===== src/design/ntc_pkg.sv =====
// package: constants, types and resistance table for the ntc lookup
package ntc_pkg;

    localparam int TABLE_ENTRIES = 166;
    localparam int IDX_W         = 8;
    localparam int CODE_W        = 12;
    localparam int MV_W          = 12;
    localparam int NUM_W         = 26;
    localparam int QUO_W         = 26;
    localparam int RES_W         = 29;
    localparam int DEN_W         = 12;
    localparam int TAB_W         = 21;

    localparam logic [MV_W-1:0]  VREF_MV  = 12'd3300;
    localparam logic [13:0]      SERIES_R = 14'd10900;

    typedef logic [TAB_W-1:0] tab_t;

    typedef struct packed {
        logic [CODE_W-1:0] adc_code;
    } in_item_t;

    typedef struct packed {
        logic [RES_W-1:0] resistance;
        logic [IDX_W-1:0] temp_index;
    } out_item_t;

    function automatic tab_t ntc_entry(input logic [IDX_W-1:0] i);
        tab_t t [0:165];
        t = '{
            21'd1956520, 21'd1849171, 21'd1748452, 21'd1653910, 21'd1565125,
            21'd1481710, 21'd1403304, 21'd1329576, 21'd1260215, 21'd1194936,
            21'd1133471, 21'd1075649, 21'd1021155, 21'd969776, 21'd921315,
            21'd875588, 21'd832424, 21'd791663, 21'd753157, 21'd716768,
            21'd682367, 21'd649907, 21'd619190, 21'd590113, 21'd562579,
            21'd536496, 21'd511779, 21'd488349, 21'd466132, 21'd445058,
            21'd425062, 21'd405997, 21'd387905, 21'd370729, 21'd354417,
            21'd338922, 21'd324197, 21'd310200, 21'd296890, 21'd284231,
            21'd272186, 21'd260760, 21'd249877, 21'd239509, 21'd229629,
            21'd220211, 21'd211230, 21'd202666, 21'd194495, 21'd186698,
            21'd179255, 21'd172139, 21'd165344, 21'd158856, 21'd152658,
            21'd146735, 21'd141075, 21'd135664, 21'd130489, 21'd125540,
            21'd120805, 21'd116281, 21'd111947, 21'd107795, 21'd103815,
            21'd100000, 21'd96342, 21'd92835, 21'd89470, 21'd86242,
            21'd83145, 21'd80181, 21'd77337, 21'd74609, 21'd71991,
            21'd69479, 21'd67067, 21'd64751, 21'd62526, 21'd60390,
            21'd58336, 21'd56357, 21'd54454, 21'd52623, 21'd50863,
            21'd49169, 21'd47539, 21'd45971, 21'd44461, 21'd43008,
            21'd41609, 21'd40262, 21'd38964, 21'd37714, 21'd36510,
            21'd35350, 21'd34231, 21'd33152, 21'd32113, 21'd31110,
            21'd30143, 21'd29224, 21'd28337, 21'd27482, 21'd26657,
            21'd25861, 21'd25093, 21'd24351, 21'd23635, 21'd22943,
            21'd22275, 21'd21627, 21'd21001, 21'd20396, 21'd19811,
            21'd19245, 21'd18698, 21'd18170, 21'd17658, 21'd17164,
            21'd16685, 21'd16224, 21'd15777, 21'd15345, 21'd14927,
            21'd14521, 21'd14129, 21'd13749, 21'd13381, 21'd13025,
            21'd12680, 21'd12343, 21'd12016, 21'd11700, 21'd11393,
            21'd11096, 21'd10807, 21'd10528, 21'd10256, 21'd9993,
            21'd9738, 21'd9492, 21'd9254, 21'd9022, 21'd8798,
            21'd8580, 21'd8368, 21'd8162, 21'd7963, 21'd7769,
            21'd7580, 21'd7397, 21'd7219, 21'd7046, 21'd6878,
            21'd6715, 21'd6556, 21'd6402, 21'd6252, 21'd6106,
            21'd5964, 21'd5826, 21'd5692, 21'd5562, 21'd5435,
            21'd5311
        };
        if (i > 8'd165)
        begin
            return '0;
        end
        return t[i];
    endfunction

endpackage


===== src/design/ntc_div.sv =====
// pipelined restoring divider, one quotient bit per stage
module ntc_div
(
    input  logic                              clk,
    input  logic                              rst_n,
    input  logic                              en,
    input  logic                              in_valid,
    input  logic [ntc_pkg::NUM_W-1:0]         num,
    input  logic [ntc_pkg::DEN_W-1:0]         den,
    output logic                              out_valid,
    output logic [ntc_pkg::QUO_W-1:0]         quo
);
    localparam int N = ntc_pkg::NUM_W;
    localparam int D = ntc_pkg::DEN_W;

    logic [N:0]       v_reg   ;
    logic [N-1:0]     q_reg   [0:N];
    logic [D-1:0]     rem_reg [0:N];
    logic [D-1:0]     d_reg   [0:N];
    logic [N-1:0]     n_reg   [0:N];

    always_ff @(posedge clk or negedge rst_n)
    begin
        if (!rst_n)
        begin
            v_reg <= '0;
        end
        else if (en)
        begin
            v_reg <= {v_reg[N-1:0], in_valid};
        end
    end

    always_ff @(posedge clk)
    begin
        if (en)
        begin
            n_reg[0]   <= num;
            d_reg[0]   <= den;
            rem_reg[0] <= '0;
            q_reg[0]   <= '0;
        end
    end

    for (genvar s = 0; s < N; s++)
    begin : g_stage
        logic [D:0]   trial;
        logic [D:0]   diff;
        always_comb
        begin
            trial = {rem_reg[s], n_reg[s][N-1-s]};
            diff  = trial - {1'b0, d_reg[s]};
        end
        always_ff @(posedge clk)
        begin
            if (en)
            begin
                n_reg[s+1] <= n_reg[s];
                d_reg[s+1] <= d_reg[s];
                if (!diff[D])
                begin
                    rem_reg[s+1] <= diff[D-1:0];
                    q_reg[s+1]   <= {q_reg[s][N-2:0], 1'b1};
                end
                else
                begin
                    rem_reg[s+1] <= trial[D-1:0];
                    q_reg[s+1]   <= {q_reg[s][N-2:0], 1'b0};
                end
            end
        end
    end

    assign out_valid = v_reg[N];
    assign quo       = q_reg[N];
endmodule


===== config.mk =====
export PLATFORM = sky130hd
export DESIGN_NAME = ntc_div
export DESIGN_NICKNAME = d
export VERILOG_FILES = /design/src/design/ntc_pkg.sv /design/src/design/ntc_div.sv
export SDC_FILE = /design/constraint.sdc
export NUM_CORES = 2
export LEC_CHECK = 0
export ABC_AREA = 1
export BUFFER_PORTS_ARGS = -buffer_cell sky130_fd_sc_hd__buf_2
export CORE_ASPECT_RATIO = 0.9
export CORE_MARGIN = 2
export CORE_UTILIZATION = 40
export CTS_CLUSTER_DIAMETER = 60
export CTS_CLUSTER_SIZE = 24
export DETAILED_ROUTE_END_ITERATION = 16
export PLACE_DENSITY_LB_ADDON = 0.08
export RECOVER_POWER = 50
export SLEW_MARGIN = 10
export SYNTH_ARGS = -nofsm -noshare
export SYNTH_HDL_FRONTEND = slang
export SYNTH_SLANG_ARGS = --single-unit

===== constraint.sdc =====
create_clock -name clk -period 3.8 [get_ports clk]
set_input_delay 0.38 -clock clk [delete_from_list [all_inputs] [get_ports clk]]
set_output_delay 0.38 -clock clk [all_outputs]
set_load 0.005 [all_outputs]

Word-level counts from Yosys, hierarchy flattened
Memory sizes are Yosys's and may differ from the RTL's.
Cells that the tools add are included.
{ "totals": {"latchBits": 0, "wordCells": 293, "inputBits": 42, "mem_bits_ro": 0, "ramBits": 2052, "regBits": 27, "mem_count": 4, "out_inout_bits": 27} }
{ "mem_list": {"columns": ["name", "words", "word_bits", "rd", "rd_ports_with_merged_regs", "write_ports", "line", "rtl"], "rows": [
  ["n_reg", 27, 26, 26, 0, 27, "ntc_div.sv:20", "logic [N-1:0] n_reg [0:N];"],
  ["q_reg", 27, 26, 27, 0, 27, "ntc_div.sv:17", "logic [N-1:0] q_reg [0:N];"],
  ["d_reg", 27, 12, 26, 0, 27, "ntc_div.sv:19", "logic [D-1:0] d_reg [0:N];"],
  ["rem_reg", 27, 12, 26, 0, 27, "ntc_div.sv:18", "logic [D-1:0] rem_reg [0:N];"]
]} }
{ "op_classes": {"reduce_logical": 0, "mux": 210, "eq_ne": 0, "order_cmp": 0, "mul": 0, "shifts": 0, "n_bitwise": 52, "n_div": 0, "n_addsub": 26} }
{ "ops": {"columns": ["op", "n"], "rows": [
  ["2-to-1 mux 26 bit", 26],
  ["subtractor 13 x 12 -> 13 bit", 26],
  ["2-to-1 mux 12 bit", 26],
  ["2-to-1 mux 1 bit", 158],
  ["bitwise OR 1 bit", 52]
]} }

Logic depth before layout (Yosys ltp)
{ "depth": {"depth_word": 5, "mapped_depth": 13, "depth_no_buf": 13} }

Worst setup path after synthesis
No wires, ideal clock.
{ "synth_timing": {"path_type": "flip-flop to flip-flop", "start": "mem n_reg[1][184] (netlist bit)", "end": "mem rem_reg[1][98] (netlist bit) (data pin)", "slack_ns": 1.734, "path_stages_with_launch": 14, "arrival_time_ns": 1.813, "setup_time_ns": 0.253, "required_ns": 3.547, "period_less_slack_ns": 2.066, "n_path_buf": 1, "path_cell_list": "edfxtp_1 > inv_1 > ha_1 > inv_1 > fa_1 > nand3_1 > nand2_2 > nand3_1 > nand3_1 > nand2_2 > nand3_2 > buf_6 > nand2_1 > nand2_1"} }
{ "synth_rtl": {"columns": ["item", "line"], "rows": [
  ["start, declared", "ntc_div.sv:20"],
  ["end, declared", "ntc_div.sv:18"]
]} }

==> impl_results.md <==
* Status: complete, but fails checks
* Failing checks: capacitance limit, slew limit
* Initial antenna violation count at 2
* Setup total negative slack at 0 ns
* Die H at 380 um
* Max Cap Violations at 1
* First-pass GRT wire length at 211 mm
* Hold path startpoint: den[10]
* Wire length per cell at 16.8 um
* Die area at approximately 160,000 um^2
* Area leader, netlist: edfxtp_1
* Mapped Avg Cell Area at 11.3 um^2
* Pin count of the biggest net entering global routing at around 110
* Leak Pwr at 30.1 nW
* Area share of the largest cell type after synthesis at 0.627
* Synth Cell Area at ~63,000 um^2
* GR Overflow Total at 0
* Required @ worst endpoint at 4.29 ns
* Sink Count at 1,341
* Area contributors post-synth: edfxtp_1 63%, nand2_1 8.7%, ha_1 6.0%, inv_1 4.4%, nand4_1 3.6%
* Vias in the first global route at 37,300
* Gate Count Post-Synth at 5,565
* Crit share post-route at 0.803
* DRT antenna net count at 0
* Num CTS Buffers at 120
* WHS Endpoint: d_reg[0][10]
* Top-Level Pins at just under 70
* I/O Buffers at 68
* Max Transition Viols Final at 37
* Post-Syn Nets at 5,932
* Detailed Route WL at 132 mm
* PwrDens at 726 nW/um^2
* Fill count at 14,700
* Skew final at 0.0242 ns
* R2R setup slack at 1.00 ns
* Hold Vio Cnt, Final at 0
* Via count at 38,500
* Worst-Skew Late Latency at 0.75 ns
* Relative slew margins at -0.207
* # DRC at 0
* FP Rows at between 100 and 150
* Seq/Total Area, Yosys at 0.638
* Post-CTS sizing at 0
* Crit Reg-Reg Endpoint: rem_reg[1][44]
* Clk slew on worst S/H paths at 0.09 ns
* Synth warn at 0
* Placed cells at 7,630
* Starting density of the core at 0.401
* Minimum clock period at 3.05 ns
* DR iter-0 viols at 2,854
* Hpwl dp at 93.4 mm
* VDD IR max at between 0.0003 and 0.0004 V
* Crit path max fanout at 48
* Distinct cell type count after synthesis at 31
* Endpoints failing setup at 0
* #FFs+latches synth at about 1,300
* Root Buffer Master: clkbuf_16
* Path category of the worst min-delay check: in -> reg
* Die Width at 422 um
* Final Net Count at 6,060
* Reg2reg start: n_reg[1][59]
* Core footprint at 157,000 um^2
* CTS Buffer Depth at 3
* Area delta synth->final at 11.6%
* Reg2Reg Depth at 12
* RSZ-0062 raised after global routing: false
* Initial DRT Pass Iterations at 5
* Worst Path Arrival at 3.54 ns
* Critical path class: in -> reg
* Total track usage at 0.164
* Critical path capture point type: register
* Vias per cell at 4.88
* Fmax at 0.328 GHz
* Final Wtd Congestion at ~0.87
* Hold depth at 2
* Fraction of layout cells with a size suffix above 1 at 0.0833
* CTS tree: yes
* Non-Filler Instances at 7,900
* Worst Tran Pin Value at ~1.8 ns
* H-tree levels at 3
* Critical path launch point type: input pin
per-layer routing:
metal | vias up | routed length [um] | global-route usage
met5 | - | 0 | 0
met4 | 0 | 2760 | 0.0364
met3 | 163 | 5310 | 0.0242
met2 | 662 | 59000 | 0.253
met1 | 18300 | 65300 | 0.246
li1 | 19400 | - | -
area by class of cell:
type | instances | area [um^2] | share of cell area
clock inverters | 99 | 1280 | 0.0183
repair buffers | 148 | 1160 | 0.0165
flip-flops and latches | 1341 | 40100 | 0.571
clock buffers | 128 | 3140 | 0.0447
diodes | 2 | 5.00 | 0.0000712
inverters | 738 | 2770 | 0.0394
well taps | 2100 | 2630 | 0.0374
multi-input cells | 3344 | 19100 | 0.272
worst max-delay path by stage:
stage | endpoint | from | slack (ns)
after detailed placement | rem_reg[1][39] | n_reg[1][59] | 1.00
after global routing | n_reg[0][91] | en | 0.47
final | rem_reg[1][105] | en | 0.75
after CTS | rem_reg[1][39] | n_reg[1][59] | 0.99
after global placement | rem_reg[1][37] | n_reg[1][59] | 1.0
after floorplan | rem_reg[1][98] | n_reg[1][184] | 1.73
stage by stage:
| stage | hold slack, ns | utilization | cell area, um^2 | power, mW | worst slack (ns) |
|---|---|---|---|---|---|
| floorplan | 0.0844 | - | 62900 | 33.9 | 1.73 |
| global placement | 0.401 | 0.418 | 65500 | 38.1 | 0.996 |
| detailed placement | 0.405 | 0.418 | 65500 | 37.9 | 1.00 |
| CTS | 0.125 | 0.448 | 70300 | 51.7 | 0.993 |
| global route | 0.260 | 0.448 | 70200 | 54.8 | 0.470 |
| finish | 0.321 | 0.448 | 70300 | 51.0 | 0.747 |
logic make-up (layout without fill, tap and decap cells):
family          after synthesis  count (layout)  synth area share
fa+ha+maj                   325             325            0.0675
other cells                   0               2                 0
simple gates               2494            2494             0.180
buf+inv                     880            1113            0.0583
flops                      1341            1341             0.638
xor+xnor                    172             172            0.0239
compound gates              353             353            0.0325
synthesized netlist by cell type:
library cell  number
nand2_1         1463
edfxtp_1        1313
inv_1            733
nand4_1          362
ha_1             301
nor2_1           289
nand3_1          244
a21oi_1          200
xor2_1            98
xnor2_1           74
buf_2             59
o21ai_0           54
o21bai_1          50
nand3_2           43
nand2_2           38
clkbuf_1          31
buf_4             27
dfrtp_1           27
a21oi_2           25
buf_6             25
a21o_1            24
fa_1              24
nand4_2           24
nor2_2            14
nand3_4            9
inv_2              5
nand2_4            3
nor3_1             2
or2_2              2
dfxtp_1            1
nor3b_2            1
report_power, final:
part,total [mW],switching [mW],internal (mW)
clock network,13.3,6.51,6.78
registers,21.1,1.58,19.5
logic,16.6,10.7,5.88
critical path, cell delays in order:
cell	delay, ns
dlygate4sd3_1	0.52
clkbuf_2	1.24
buf_4	0.69
nand3_2	0.34
nand2_1	0.15
nand2_1	0.07
timing repair:
item                                   in CTS  in global routing
hold buffers                               41                  0
setup buffers                               0                  0
endpoints found under the hold margin      80                  0
layout by cell type, fill, tap and decap left out, drive strengths merged:
cell type / netlist / layout
buf: 111 / 96
bufinv: 0 / 4
dfrtp: 27 / 27
fa: 24 / 24
clkinvlp: 0 / 4
clkbuf: 31 / 139
o21ai: 54 / 54
nand3: 296 / 296
nor2: 303 / 303
dfxtp: 1 / 1
nand2: 1504 / 1504
inv: 738 / 797
o21bai: 50 / 50
xnor2: 74 / 74
edfxtp: 1313 / 1313
nand4: 386 / 386
diode: 0 / 2
nor3b: 1 / 1
clkinv: 0 / 32
ha: 301 / 301
xor2: 98 / 98
a21o: 24 / 24
nor3: 2 / 2
a21oi: 225 / 225
dlygate4sd3: 0 / 41
or2: 2 / 2
Note: power is estimated with default switching activity, not from simulation.
